File: src/hw/rtl/dls_pkg.sv
// ============================================================================
// dls_pkg : shared definitions for the delta list sleep queue
// Field widths, operation and status codes, cell commands.
// ============================================================================
package dls_pkg;

    localparam int MAX_TASKS_DEF   = 16;
    localparam int DELAY_WIDTH_DEF = 16;

    localparam int ID_W       = 4;
    localparam int NUM_IDS    = 16;
    localparam int KIND_W     = 2;
    localparam int DELAY_IN_W = 16;
    localparam int STATUS_W   = 2;
    localparam int S_DATA_W   = 24;
    localparam int M_DATA_W   = 8;

    localparam logic [KIND_W-1:0] KIND_ADD    = 2'd0;
    localparam logic [KIND_W-1:0] KIND_REMOVE = 2'd1;
    localparam logic [KIND_W-1:0] KIND_TICK   = 2'd2;

    localparam logic [STATUS_W-1:0] ST_DONE      = 2'd0;
    localparam logic [STATUS_W-1:0] ST_ZERO      = 2'd1;
    localparam logic [STATUS_W-1:0] ST_NOT_FOUND = 2'd2;
    localparam logic [STATUS_W-1:0] ST_WAITING   = 2'd3;

    typedef enum logic [2:0] {
        CMD_HOLD      = 3'd0,
        CMD_NEW       = 3'd1,
        CMD_LEFT      = 3'd2,
        CMD_LEFT_SUB  = 3'd3,
        CMD_RIGHT     = 3'd4,
        CMD_RIGHT_ADD = 3'd5,
        CMD_DEC       = 3'd6
    } t_cell_cmd;

endpackage

File: src/hw/rtl/delta_list_sleep_queue.sv
// ============================================================================
// delta_list_sleep_queue : sleep queue of task slots kept as a delta list
// Input words carry add, remove or tick; output words carry status and
// released tasks.
//
// The list lives in a row of MAX_TASKS cells, head in cell 0, each cell
// holding a slot and its delay relative to the cell on its left. Inserts
// shift the tail right by one cell, unlinks and releases shift it left.
// The sequencer walks the row one cell per cycle to find a position.
//
// One input word is worked on at a time; s_tready is high while idle.
// Add and remove walk the row from the head, p cells (up to MAX_TASKS - 1),
// before their output word; errors and zero delay give their word without a walk.
// Tick gives one word, then one word per cycle for each further released
// task while m_tready does not stall it; the last word of a tick has m_tlast
// set. Kind 3 gives no word.
// A single output register parts the sides; when m_tready is low the word
// holds and the sequencer waits. Reset clears the list and output valid;
// the block is ready as soon as reset is released.
// ============================================================================
module delta_list_sleep_queue #(
    parameter int MAX_TASKS   = dls_pkg::MAX_TASKS_DEF,
    parameter int DELAY_WIDTH = dls_pkg::DELAY_WIDTH_DEF
) (
    input  logic                            i_clk,
    input  logic                            i_rst_n,
    input  logic                            s_tvalid,
    output logic                            s_tready,
    input  logic [dls_pkg::S_DATA_W-1:0]    s_tdata,   // task_id[3:0], delay_ticks[19:4], zero
    input  logic [dls_pkg::KIND_W-1:0]      s_tuser,   // kind[1:0]
    output logic                            m_tvalid,
    input  logic                            m_tready,
    output logic [dls_pkg::M_DATA_W-1:0]    m_tdata,   // status[1:0], released[2],
                                                       // released_task[6:3], reschedule[7]
    output logic                            m_tlast
);

    logic [MAX_TASKS-1:0]                      cell_valid;
    logic [MAX_TASKS-1:0][dls_pkg::ID_W-1:0]   cell_id;
    logic [MAX_TASKS-1:0][DELAY_WIDTH-1:0]     cell_delta;
    dls_pkg::t_cell_cmd [MAX_TASKS-1:0]        cmd;
    logic [dls_pkg::ID_W-1:0]                  new_id;
    logic [DELAY_WIDTH-1:0]                    new_delta;
    logic [dls_pkg::STATUS_W-1:0]              out_status;
    logic                                      out_rel;
    logic [dls_pkg::ID_W-1:0]                  out_task;
    logic                                      out_resched;

    dls_ctrl #(
        .MAX_TASKS   (MAX_TASKS),
        .DELAY_WIDTH (DELAY_WIDTH)
    ) u_ctrl (
        .i_clk          (i_clk),
        .i_rst_n        (i_rst_n),
        .i_in_valid     (s_tvalid),
        .o_in_ready     (s_tready),
        .i_in_kind      (s_tuser),
        .i_in_id        (s_tdata[3:0]),
        .i_in_delay     (s_tdata[19:4]),
        .o_out_valid    (m_tvalid),
        .i_out_ready    (m_tready),
        .o_out_status   (out_status),
        .o_out_released (out_rel),
        .o_out_task     (out_task),
        .o_out_resched  (out_resched),
        .o_out_last     (m_tlast),
        .i_cell_valid   (cell_valid),
        .i_cell_id      (cell_id),
        .i_cell_delta   (cell_delta),
        .o_cmd          (cmd),
        .o_new_id       (new_id),
        .o_new_delta    (new_delta)
    );

    assign m_tdata = {out_resched, out_task, out_rel, out_status};

    for (genvar g = 0; g < MAX_TASKS; g++) begin : g_cell
        logic                     left_valid, right_valid;
        logic [dls_pkg::ID_W-1:0] left_id, right_id;
        logic [DELAY_WIDTH-1:0]   left_delta, right_delta;

        if (g == 0) begin : g_first
            assign left_valid = 1'b0;
            assign left_id    = '0;
            assign left_delta = '0;
        end else begin : g_mid_l
            assign left_valid = cell_valid[g-1];
            assign left_id    = cell_id[g-1];
            assign left_delta = cell_delta[g-1];
        end

        if (g == MAX_TASKS - 1) begin : g_last
            assign right_valid = 1'b0;
            assign right_id    = '0;
            assign right_delta = '0;
        end else begin : g_mid_r
            assign right_valid = cell_valid[g+1];
            assign right_id    = cell_id[g+1];
            assign right_delta = cell_delta[g+1];
        end

        dls_cell #(
            .DELAY_WIDTH (DELAY_WIDTH)
        ) u_cell (
            .i_clk         (i_clk),
            .i_rst_n       (i_rst_n),
            .i_cmd         (cmd[g]),
            .i_new_id      (new_id),
            .i_new_delta   (new_delta),
            .i_left_valid  (left_valid),
            .i_left_id     (left_id),
            .i_left_delta  (left_delta),
            .i_right_valid (right_valid),
            .i_right_id    (right_id),
            .i_right_delta (right_delta),
            .o_valid       (cell_valid[g]),
            .o_id          (cell_id[g]),
            .o_delta       (cell_delta[g])
        );
    end

endmodule

File: src/hw/rtl/dls_cell.sv
// ============================================================================
// dls_cell : one entry of the delta list
// Holds a task slot and its delay relative to the cell on its left.
// ============================================================================
module dls_cell #(
    parameter int DELAY_WIDTH = dls_pkg::DELAY_WIDTH_DEF
) (
    input  logic                      i_clk,
    input  logic                      i_rst_n,
    input  dls_pkg::t_cell_cmd        i_cmd,
    input  logic [dls_pkg::ID_W-1:0]  i_new_id,
    input  logic [DELAY_WIDTH-1:0]    i_new_delta,
    input  logic                      i_left_valid,
    input  logic [dls_pkg::ID_W-1:0]  i_left_id,
    input  logic [DELAY_WIDTH-1:0]    i_left_delta,
    input  logic                      i_right_valid,
    input  logic [dls_pkg::ID_W-1:0]  i_right_id,
    input  logic [DELAY_WIDTH-1:0]    i_right_delta,
    output logic                      o_valid,
    output logic [dls_pkg::ID_W-1:0]  o_id,
    output logic [DELAY_WIDTH-1:0]    o_delta
);

    logic                     r_valid, n_valid;
    logic [dls_pkg::ID_W-1:0] r_id, n_id;
    logic [DELAY_WIDTH-1:0]   r_delta, n_delta;

    always_comb begin
        n_valid = r_valid;
        n_id    = r_id;
        n_delta = r_delta;
        case (i_cmd)
            dls_pkg::CMD_NEW: begin
                n_valid = 1'b1;
                n_id    = i_new_id;
                n_delta = i_new_delta;
            end
            dls_pkg::CMD_LEFT: begin
                n_valid = i_left_valid;
                n_id    = i_left_id;
                n_delta = i_left_delta;
            end
            dls_pkg::CMD_LEFT_SUB: begin
                n_valid = i_left_valid;
                n_id    = i_left_id;
                n_delta = i_left_delta - i_new_delta;
            end
            dls_pkg::CMD_RIGHT: begin
                n_valid = i_right_valid;
                n_id    = i_right_id;
                n_delta = i_right_delta;
            end
            dls_pkg::CMD_RIGHT_ADD: begin
                n_valid = i_right_valid;
                n_id    = i_right_id;
                n_delta = i_right_delta + r_delta;
            end
            dls_pkg::CMD_DEC: begin
                n_delta = r_delta - DELAY_WIDTH'(1);
            end
            default: begin
                n_valid = r_valid;
            end
        endcase
    end

    always_ff @(posedge i_clk) begin
        if (!i_rst_n) begin
            r_valid <= 1'b0;
        end else begin
            r_valid <= n_valid;
        end
        r_id    <= n_id;
        r_delta <= n_delta;
    end

    assign o_valid = r_valid;
    assign o_id    = r_id;
    assign o_delta = r_delta;

endmodule

File: src/hw/rtl/dls_ctrl.sv
// ============================================================================
// dls_ctrl : sequencer of the delta list
// Walks the cell row for add and remove, releases expired heads on a tick,
// and holds the output word register.
// ============================================================================
module dls_ctrl #(
    parameter int MAX_TASKS   = dls_pkg::MAX_TASKS_DEF,
    parameter int DELAY_WIDTH = dls_pkg::DELAY_WIDTH_DEF
) (
    input  logic                                       i_clk,
    input  logic                                       i_rst_n,
    input  logic                                       i_in_valid,
    output logic                                       o_in_ready,
    input  logic [dls_pkg::KIND_W-1:0]                 i_in_kind,
    input  logic [dls_pkg::ID_W-1:0]                   i_in_id,
    input  logic [dls_pkg::DELAY_IN_W-1:0]             i_in_delay,
    output logic                                       o_out_valid,
    input  logic                                       i_out_ready,
    output logic [dls_pkg::STATUS_W-1:0]               o_out_status,
    output logic                                       o_out_released,
    output logic [dls_pkg::ID_W-1:0]                   o_out_task,
    output logic                                       o_out_resched,
    output logic                                       o_out_last,
    input  logic [MAX_TASKS-1:0]                       i_cell_valid,
    input  logic [MAX_TASKS-1:0][dls_pkg::ID_W-1:0]    i_cell_id,
    input  logic [MAX_TASKS-1:0][DELAY_WIDTH-1:0]      i_cell_delta,
    output dls_pkg::t_cell_cmd [MAX_TASKS-1:0]         o_cmd,
    output logic [dls_pkg::ID_W-1:0]                   o_new_id,
    output logic [DELAY_WIDTH-1:0]                     o_new_delta
);

    localparam int KW = $clog2(MAX_TASKS);
    localparam int EW = DELAY_WIDTH + dls_pkg::DELAY_IN_W;

    typedef enum logic [4:0] {
        S_IDLE = 5'b00001,
        S_ADD  = 5'b00010,
        S_REM  = 5'b00100,
        S_TICK = 5'b01000,
        S_RESP = 5'b10000
    } t_state;

    t_state                        r_state, n_state;
    logic [KW-1:0]                 r_k, n_k;
    logic [DELAY_WIDTH-1:0]        r_tm, n_tm;
    logic [dls_pkg::ID_W-1:0]      r_t, n_t;
    logic [dls_pkg::STATUS_W-1:0]  r_status, n_status;
    logic [dls_pkg::NUM_IDS-1:0]   r_wait, n_wait;

    logic                          r_out_valid, n_out_valid;
    logic [dls_pkg::STATUS_W-1:0]  r_out_status, n_out_status;
    logic                          r_out_rel, n_out_rel;
    logic [dls_pkg::ID_W-1:0]      r_out_task, n_out_task;
    logic                          r_out_resched, n_out_resched;
    logic                          r_out_last, n_out_last;

    logic                          accept, out_free;
    logic [EW-1:0]                 dly_ext;
    logic [DELAY_WIDTH-1:0]        dly_sat;
    logic                          in_range;
    logic                          cur_valid;
    logic [dls_pkg::ID_W-1:0]      cur_id;
    logic [DELAY_WIDTH-1:0]        cur_delta;
    logic                          cur_after;
    logic                          head_expired, next_expired;
    logic                          do_insert, do_unlink, do_dec, do_shift;

    assign accept   = i_in_valid && (r_state == S_IDLE);
    assign out_free = !r_out_valid || i_out_ready;

    assign dly_ext  = EW'(i_in_delay);
    assign dly_sat  = (dly_ext > EW'({DELAY_WIDTH{1'b1}})) ? '1 : dly_ext[DELAY_WIDTH-1:0];
    assign in_range = int'(i_in_id) < MAX_TASKS;

    assign cur_valid = i_cell_valid[r_k];
    assign cur_id    = i_cell_id[r_k];
    assign cur_delta = i_cell_delta[r_k];
    // new slot goes ahead of the current cell
    assign cur_after = !cur_valid || (cur_delta > r_tm) || (cur_delta == r_tm && cur_id > r_t);

    assign head_expired = i_cell_valid[0] && (i_cell_delta[0] == '0);
    assign next_expired = i_cell_valid[1] && (i_cell_delta[1] == '0);

    always_comb begin
        n_state       = r_state;
        n_k           = r_k;
        n_tm          = r_tm;
        n_t           = r_t;
        n_status      = r_status;
        n_wait        = r_wait;
        n_out_valid   = r_out_valid && !i_out_ready;
        n_out_status  = r_out_status;
        n_out_rel     = r_out_rel;
        n_out_task    = r_out_task;
        n_out_resched = r_out_resched;
        n_out_last    = r_out_last;
        do_insert     = 1'b0;
        do_unlink     = 1'b0;
        do_dec        = 1'b0;
        do_shift      = 1'b0;
        case (r_state)
            S_IDLE: begin
                if (accept) begin
                    n_k  = '0;
                    n_t  = i_in_id;
                    n_tm = dly_sat;
                    case (i_in_kind)
                        dls_pkg::KIND_ADD: begin
                            n_state = S_RESP;
                            if (i_in_delay == '0) begin
                                n_status = dls_pkg::ST_ZERO;
                            end else if (!in_range) begin
                                n_status = dls_pkg::ST_NOT_FOUND;
                            end else if (r_wait[i_in_id]) begin
                                n_status = dls_pkg::ST_WAITING;
                            end else begin
                                n_state = S_ADD;
                            end
                        end
                        dls_pkg::KIND_REMOVE: begin
                            if (!in_range || !r_wait[i_in_id]) begin
                                n_status = dls_pkg::ST_NOT_FOUND;
                                n_state  = S_RESP;
                            end else begin
                                n_state = S_REM;
                            end
                        end
                        dls_pkg::KIND_TICK: begin
                            if (i_cell_valid[0]) begin
                                do_dec  = 1'b1;
                                n_state = S_TICK;
                            end else begin
                                n_status = dls_pkg::ST_DONE;
                                n_state  = S_RESP;
                            end
                        end
                        default: begin
                            n_state = S_IDLE;
                        end
                    endcase
                end
            end
            S_ADD: begin
                if (cur_after) begin
                    do_insert   = 1'b1;
                    n_wait[r_t] = 1'b1;
                    n_status    = dls_pkg::ST_DONE;
                    n_state     = S_RESP;
                end else begin
                    n_tm = r_tm - cur_delta;
                    n_k  = r_k + KW'(1);
                end
            end
            S_REM: begin
                if (cur_valid && cur_id == r_t) begin
                    do_unlink   = 1'b1;
                    n_wait[r_t] = 1'b0;
                    n_status    = dls_pkg::ST_DONE;
                    n_state     = S_RESP;
                end else begin
                    n_k = r_k + KW'(1);
                end
            end
            S_TICK: begin
                if (out_free) begin
                    n_out_valid  = 1'b1;
                    n_out_status = dls_pkg::ST_DONE;
                    if (head_expired) begin
                        do_shift             = 1'b1;
                        n_wait[i_cell_id[0]] = 1'b0;
                        n_out_rel            = 1'b1;
                        n_out_task           = i_cell_id[0];
                        n_out_resched        = !next_expired;
                        n_out_last           = !next_expired;
                        if (!next_expired) begin
                            n_state = S_IDLE;
                        end
                    end else begin
                        n_out_rel     = 1'b0;
                        n_out_task    = '0;
                        n_out_resched = 1'b0;
                        n_out_last    = 1'b1;
                        n_state       = S_IDLE;
                    end
                end
            end
            S_RESP: begin
                if (out_free) begin
                    n_out_valid   = 1'b1;
                    n_out_status  = r_status;
                    n_out_rel     = 1'b0;
                    n_out_task    = '0;
                    n_out_resched = 1'b0;
                    n_out_last    = 1'b1;
                    n_state       = S_IDLE;
                end
            end
            default: begin
                n_state = S_IDLE;
            end
        endcase
    end

    always_comb begin
        for (int i = 0; i < MAX_TASKS; i++) begin
            o_cmd[i] = dls_pkg::CMD_HOLD;
            if (do_shift) begin
                o_cmd[i] = dls_pkg::CMD_RIGHT;
            end
            if (do_dec && i == 0) begin
                o_cmd[i] = dls_pkg::CMD_DEC;
            end
            if (do_insert) begin
                if (KW'(i) == r_k) begin
                    o_cmd[i] = dls_pkg::CMD_NEW;
                end else if (i > 0 && KW'(i - 1) == r_k) begin
                    o_cmd[i] = dls_pkg::CMD_LEFT_SUB;
                end else if (KW'(i) > r_k) begin
                    o_cmd[i] = dls_pkg::CMD_LEFT;
                end
            end
            if (do_unlink) begin
                if (KW'(i) == r_k) begin
                    o_cmd[i] = dls_pkg::CMD_RIGHT_ADD;
                end else if (KW'(i) > r_k) begin
                    o_cmd[i] = dls_pkg::CMD_RIGHT;
                end
            end
        end
    end

    assign o_new_id    = r_t;
    assign o_new_delta = r_tm;

    always_ff @(posedge i_clk) begin
        if (!i_rst_n) begin
            r_state     <= S_IDLE;
            r_wait      <= '0;
            r_out_valid <= 1'b0;
        end else begin
            r_state     <= n_state;
            r_wait      <= n_wait;
            r_out_valid <= n_out_valid;
        end
        r_k           <= n_k;
        r_tm          <= n_tm;
        r_t           <= n_t;
        r_status      <= n_status;
        r_out_status  <= n_out_status;
        r_out_rel     <= n_out_rel;
        r_out_task    <= n_out_task;
        r_out_resched <= n_out_resched;
        r_out_last    <= n_out_last;
    end

    assign o_in_ready     = (r_state == S_IDLE);
    assign o_out_valid    = r_out_valid;
    assign o_out_status   = r_out_status;
    assign o_out_released = r_out_rel;
    assign o_out_task     = r_out_task;
    assign o_out_resched  = r_out_resched;
    assign o_out_last     = r_out_last;

endmodule

File: config.mk
export PLATFORM = sky130hd
export DESIGN_NAME = delta_list_sleep_queue
export DESIGN_NICKNAME = d
export VERILOG_FILES = /design/src/hw/rtl/dls_pkg.sv /design/src/hw/rtl/delta_list_sleep_queue.sv /design/src/hw/rtl/dls_cell.sv /design/src/hw/rtl/dls_ctrl.sv
export SDC_FILE = /design/constraint.sdc
export NUM_CORES = 2
export LEC_CHECK = 0
export BUFFER_PORTS_ARGS = -buffer_cell sky130_fd_sc_hd__buf_2
export CORE_MARGIN = 8
export CORE_UTILIZATION = 40
export CTS_BUF_LIST = sky130_fd_sc_hd__clkbuf_16
export DETAILED_ROUTE_END_ITERATION = 10
export GPL_ROUTABILITY_DRIVEN = 1
export HOLD_SLACK_MARGIN = 0.08
export RECOVER_POWER = 50
export SYNTH_ARGS = -nofsm -noshare
export SYNTH_HDL_FRONTEND = slang
export SYNTH_SLANG_ARGS = --single-unit
File: constraint.sdc
create_clock -name i_clk -period 6.79 [get_ports i_clk]
set_input_delay 0.3395 -clock i_clk [delete_from_list [all_inputs] [get_ports i_clk]]
set_output_delay 0.3395 -clock i_clk [all_outputs]
set_load 0.05 [all_outputs]
Yosys cells after proc, flatten, opt, wreduce, memory -nomap -nowiden:

Index checks and enable logic that the tools add are counted.

* add/sub/neg operators: 49
* $mul: 0
* div/mod/pow operators: 0
* magnitude comparators: 25
* equality and inequality tests: 133
* shift operators: 0
* mux-type cells: 238
* bitwise operators: 5
* reductions and logical operators: 96

Operators with widths (count)
* $pmux 16 s6: 15
* $mux 3: 113
* $sub 16x1->16 const B: 16
* $sub 16x16->16: 16
* $add 16x16->16: 15
* $pmux 4 s3: 17
* $eq 3x3->1 const B: 48
* $mux 16: 8
* $eq 3x2->1 const B: 32
* $reduce_bool 6->1: 15
* $pmux 16 s5: 1
* $reduce_or 2->1: 33
* $bmux 16 s4: 1
* $mux 5: 11
* $reduce_bool 3->1: 18
* $eq 3x1->1 const B: 16
* $logic_not 16->1: 3
* $pmux 1 s3: 16
* $pmux 16 s3: 1
* $and 16x16->16: 2
* $eq 4x4->1 const A: 8
* $gt 4x4->1 const A: 8
* $not 16->16: 2
* $pmux 16 s2: 1
* 53 further kinds: 130

* bits in registers: 393
* bits in latches: 0
* bits in writable memories: 0
* ROM bits: 0
* bits of input ports: 30
* logic and storage cells: 606
* memories: 0

Logic depth before layout (Yosys ltp):

* depth in word-level cells: 16
* depth in mapped cells: 24
* mapped depth without buffers: 20

By module:

From an unflattened synthesis, not the netlist that was laid out.

* cells, all modules: 8023
* area total of the unflattened synthesis: 61577.8 um^2

Modules (own cells, without submodules)
* dls_cell (g_cell[10].u_cell ...): instances 8, cells an instance 462, area each 3445.8 um^2, seq. area each 620.6 um^2
* dls_cell (g_cell[6].u_cell ...): instances 3, cells an instance 439, area each 3325.7 um^2, seq. area each 620.6 um^2
* dls_ctrl: instances 1, cells an instance 813, area each 7254.5 um^2, seq. area each 1491.4 um^2
* dls_cell (g_cell[12].u_cell): instances 1, cells an instance 452, area each 3408.3 um^2, seq. area each 620.6 um^2
* dls_cell (g_cell[5].u_cell): instances 1, cells an instance 448, area each 3397.0 um^2, seq. area each 620.6 um^2
* dls_cell (g_cell[13].u_cell): instances 1, cells an instance 445, area each 3384.5 um^2, seq. area each 620.6 um^2
* dls_cell (g_cell[0].u_cell): instances 1, cells an instance 427, area each 3320.7 um^2, seq. area each 620.6 um^2
* dls_cell (g_cell[9].u_cell): instances 1, cells an instance 422, area each 3250.6 um^2, seq. area each 620.6 um^2
* delta_list_sleep_queue: instances 1, cells an instance 3, area each 18.8 um^2, seq. area each 0.0 um^2

Least setup slack after synthesis:

No wires, ideal clock.

* kind: register to register
* start point: reg u_ctrl.r_k[0]
* end point: reg g_cell[10].u_cell.r_delta[0] (enable)
* arrival time: 5411 ps
* path slack: 914 ps
* cell stages (with the launch flop): 21
* period minus slack after synthesis: 5876 ps
* cell sequence: edfxtp_1 > buf_6 > buf_2 > buf_1 > clkbuf_1 > mux2i_1 > o221ai_1 > a21oi_1 > nor2_1 > ha_1 > fa_1 > nand2b_1 > a221oi_1 > o21ai_0 > a21oi_1 > o211ai_2 > nand2_2 > nor2_1 > nor2_1 > clkbuf_1 > o21ai_0

* cells in the longest elaborated chain, start to end: 13
* elaborated cells on any way between the ends: 36

RTL lines
* start, declared: line dls_ctrl.sv:44 `logic [KW-1:0] r_k, n_k;`
* start signal, assigned: line dls_ctrl.sv:245 `r_k <= n_k;`
* $bmux 16 s4 (tied with other cells): line dls_ctrl.sv:77 `assign cur_delta = i_cell_delta[r_k];`
* $mux 16 (not written as such) (tied with other cells): line dls_ctrl.sv:77
* $gt 16x16->1 (tied with other cells): line dls_ctrl.sv:79 `assign cur_after = !cur_valid || (cur_delta > r_tm) || (cur_delta == r_tm && cur_id > r_t);`
* $logic_or 1x1->1 / $logic_and 1x1->1 (equally long branches): line dls_ctrl.sv:79
* $logic_or 1x1->1: line dls_ctrl.sv:79
* $mux 1: line dls_ctrl.sv:144 `if (cur_after) begin`
* $mux 1: line dls_ctrl.sv:101 `case (r_state)`
* $mux 3: line dls_ctrl.sv:213 `if (do_insert) begin`
* $mux 3: line dls_ctrl.sv:225 `end else if (KW'(i) > r_k) begin`
* $mux 3: line dls_ctrl.sv:223 `if (KW'(i) == r_k) begin`
* $mux 3 *: line dls_ctrl.sv:222 `if (do_unlink) begin`
* $eq 3x1->1 (tied with other cells): line dls_cell.sv:32 `case (i_cmd)`
* $reduce_bool 6->1 (no source line) *
* end signal, assigned: line dls_cell.sv:74 `r_delta <= n_delta;`
* end, declared: line dls_cell.sv:26 `logic [DELAY_WIDTH-1:0] r_delta, n_delta;`

Every way passes the cells marked *; elsewhere a longest branch is shown, timed or not. The select of a mux whose other input is x is not followed.
A chain may end at the register's enable or synchronous reset.

Final worst setup path:

* start point: reg u_ctrl.r_k[0]
* end point: reg g_cell[2].u_cell.r_delta[13], data pin

* cells in the longest elaborated chain, start to end: 13
* elaborated cells on any way between the ends: 36

RTL lines (line)
* $bmux 16 s4 (tied with other cells): dls_ctrl.sv:77
* $mux 16 (not written as such) (tied with other cells): dls_ctrl.sv:77
* $gt 16x16->1 (tied with other cells): dls_ctrl.sv:79
* $logic_or 1x1->1 / $logic_and 1x1->1 (equally long branches): dls_ctrl.sv:79
* $logic_or 1x1->1: dls_ctrl.sv:79
* $mux 1: dls_ctrl.sv:144
* $mux 1: dls_ctrl.sv:101
* $mux 3: dls_ctrl.sv:213
* $mux 3: dls_ctrl.sv:225
* $mux 3: dls_ctrl.sv:223
* $mux 3 *: dls_ctrl.sv:222
* $eq 3x3->1 (tied with other cells): dls_cell.sv:32
* $pmux 16 s6 *: dls_cell.sv:32
* via g_cell[2].u_cell.n_delta[13]: dls_cell.sv:26
* end signal, assigned: dls_cell.sv:74
* end, declared: dls_cell.sv:26

The timed path passes the listed nets; every way through them passes the cells marked *. The select of a mux whose other input is x is not followed.

==> results.md <==
- Routed WL per cell: 29.4 µm
- Full die area: 135000 µm²
- Lkg Pwr: 20.8 nW
- Design Power: 9.82 mW
- Fin. max-slew vios: 49
- 1st-iter DRT viols: 6744
- Violated checks: capacitance limit, slew limit
- CP max FO: 54
- Hold Path Stages: 4
- First-pass GRT wire length: 324 mm
- Clock share of power: 0.297
- # fillers: 12400
- Core ar.: 123000 µm²
- Nets@finish: 6536
- Status: finished, violations left
- R2R cell count: 19
- Die Span Y: 368 µm
- CTS tree: built
- Global Route Usage Sum: 0.316
- Final Cycle Share: 0.972
- Fin Setup TNS: 0 ns
- Slowest cell delay on critical path: 1.02 ns
- Synth Register Bits: 393
- Post-synth EDFFs: 355
- Slowest CP cell: or2_0
- Vias post-DR: 50800
- Clock sinks: 393
- Initial antenna violation count: 8
- Total CTS buffers: 54
- Initial DRT Pass Iterations: 9
- Peak VDD IR: 0.220 mV
- CP endpoint kind: flip-flop
- Fmax: 152 MHz
- WS Path Type: flip-flop to flip-flop
- Critical path, cell by cell: buf_12, buf_4, mux2i_1, o221ai_1, a21oi_1, a21oi_1, a31oi_1, ha_1, nand2_1, a221oi_1, o21ai_0, a21oi_1, o211ai_1, buf_4, and4_1, buf_4, or2_0, o22ai_1, a221o_1
- Sequential Power Share: 0.292
- PostCTS Resize Cnt: 0
- Final setup viols: 0
- Largest net degree at the start of global routing: 55
- Routability cong.: 1.03
- Htree depth: 2
- Required @ worst endpoint: 7.23 ns
- CTS Hold Bufs: 22
- Skew final: 0.0632 ns
- CP endpoint: g_cell[2].u_cell.o_delta[13]
- IO Count: 41
- Via density: 6.65
- Cells after synthesis: 5899
- FF/Latch Area: 11400 µm²
- Most frequent cells in the layout: nor2_1, ha_1, nand2_1
- Seq/Total Area, Yosys: 0.231
- Worst-path clk slew: 0.06 ns
- Post-route ant nets: 0
- Cells after DPL: 7512
- Worst skew pair latency: 0.71 ns
- Sw power: 4.03 mW
- Most area-consuming cells after synthesis: edfxtp_1, ha_1, xnor2_1
- Prevailing post-synth register cell: edfxtp_1
- Worst path depth: 19
- Dominant cell type by area after synthesis: edfxtp_1
- Delay-heaviest family, CP: compound AO/OA/AOI/OAI gates
- Yosys warning count: 0
- CP Data Arrival Time: 7.04 ns
- Routed WL: 225 mm
- Post-synth cell types: 104
- Multi-input logic area: 36100 µm²
- Max_slew headroom: -0.350
- Power Density: 182 nW/µm²
- Synth async-reset ratio: 0
- Area growth from synthesis to layout: 9.33%
- Vias in the first global route: 47700
- Hold Path Class: input pin to flip-flop
- Max_cap viols: 2
- Layout cell share with drive strength beyond 1: 0.0747
- Post-Syn Nets: 6482
- Least-Margin Pin Slew: 2.03 ns
- Synth top area share: 0.216
- Reg-to-reg startpoint: u_ctrl.r_k[0]
- Syn avg cell area: 8.39 µm²
- CP startpoint kind: flip-flop
- # rows: 129
- Combinational power share: 0.411
- # DRC: 0
- Port bufs: 36
- Minimum clock period: 6.60 ns
- Worst Setup SP: u_ctrl.r_k[0]
- Clk root buf: clkbuf_16
- Internal: 5.78 mW
- R2R setup slack: 0.19 ns
- Post-Syn Area: 49500 µm²
- Sw frac: 0.411
- Clk buf depth: 3
- Grt total ovfl: 0
- Post-DP HPWL: 170 mm
- RSZ-0062 raised after global routing: no
- Final Hold Fails: 0
- Final cell count without fillers: 7643
- Critical path buffers and inverters: 4
- # Post-CTS Setup Buffers: 0
- Reg2reg end: g_cell[2].u_cell.o_delta[13]
- Initial Utilization: 0.402
- Die X: 368 µm
[final cells by class]
class,count,area share
sequential,393,0.211
inverter,193,0.0134
multi-input combinational,5022,0.667
clock inverter,47,0.00722
antenna,8,0.000370
clock buffer,54,0.0250
tap,1637,0.0379
timing repair buffer,289,0.0378
[through the flow]
step	hold WS, ns	area (µm²)	utilization	setup WS [ns]
floorplan	0.438	49500	-	0.914
global placement	0.512	52300	0.425	0.855
detailed placement	0.515	52300	0.425	0.743
CTS	0.198	54300	0.441	0.710
global route	0.246	54100	0.439	0.119
finish	0.252	54100	0.439	0.191
[power by group through the flow]
stage | Sequential (mW) | Clock, mW | Combinational (mW)
after detailed placement | 2.91 | 0 | 3.88
after global placement | 2.91 | 0 | 3.85
final | 2.87 | 2.92 | 4.03
after floorplan | 2.86 | 0 | 2.58
after global routing | 2.87 | 3.02 | 4.27
after CTS | 2.86 | 2.93 | 3.91
[worst min-delay path by stage]
stage	start	to	slack (ns)
global placement	g_cell[13].u_cell.o_valid	g_cell[13].u_cell.o_valid	0.51
global route	i_rst_n	u_ctrl.r_state[0]	0.25
finish	s_tuser[1]	u_ctrl.r_status[0]	0.25
CTS	i_rst_n	u_ctrl.r_state[0]	0.20
floorplan	s_tdata[0]	u_ctrl.o_new_id[0]	0.44
detailed placement	g_cell[12].u_cell.o_valid	g_cell[12].u_cell.o_valid	0.52
[cell families after synthesis]
| logic type | count (synthesis) | share of synthesized area |
|---|---|---|
| flip-flops | 393 | 0.231 |
| AO/OA/AOI/OAI | 1923 | 0.265 |
| XOR/XNOR | 580 | 0.103 |
| adder cells (fa/ha/maj) | 553 | 0.145 |
| AND/OR/NAND/NOR | 1802 | 0.172 |
| buffers and inverters | 484 | 0.0397 |
| multiplexers | 164 | 0.0449 |
[layer usage]
layer,share of wire,up-vias,GRT usage
met5,0.00041,-,0.00249
met4,0.073,8,0.197
met3,0.098,783,0.0678
met2,0.43,2889,0.490
met1,0.39,24400,0.399
li1,-,22700,-
[state kept, by name (all words and copies together), names as in the netlist]
register and count:
g_cell.u_cell.o_delta 256, g_cell.u_cell.o_id 64, g_cell.u_cell.o_valid 16, u_ctrl.o_new_delta 16, u_ctrl.o_new_id 4, u_ctrl.o_out_last 1
u_ctrl.o_out_released 1, u_ctrl.o_out_resched 1, u_ctrl.o_out_status 2, u_ctrl.o_out_task 4, u_ctrl.o_out_valid 1, u_ctrl.r_k 4
u_ctrl.r_state 5, u_ctrl.r_status 2, u_ctrl.r_wait 16
[synth_stat cells, types with 115 or more instances]
library cell,instances
a22oi_1,120
clkbuf_1,195
a21oi_1,467
nor2_1,525
o21ai_0,306
ha_1,522
inv_1,183
xnor2_1,317
nand3_1,150
nor3_1,185
edfxtp_1,355
a31oi_1,119
nand2_1,494
a21o_1,115
xor2_1,263
[worst min-delay path: cells and delay by family]
kind	cells	cell delay [ns]
buffers and inverters	2	0.22
adders and majority gates	1	0.16
and+or+nand+nor	1	0.06
No activity file was read; power rests on OpenSTA's default activity.
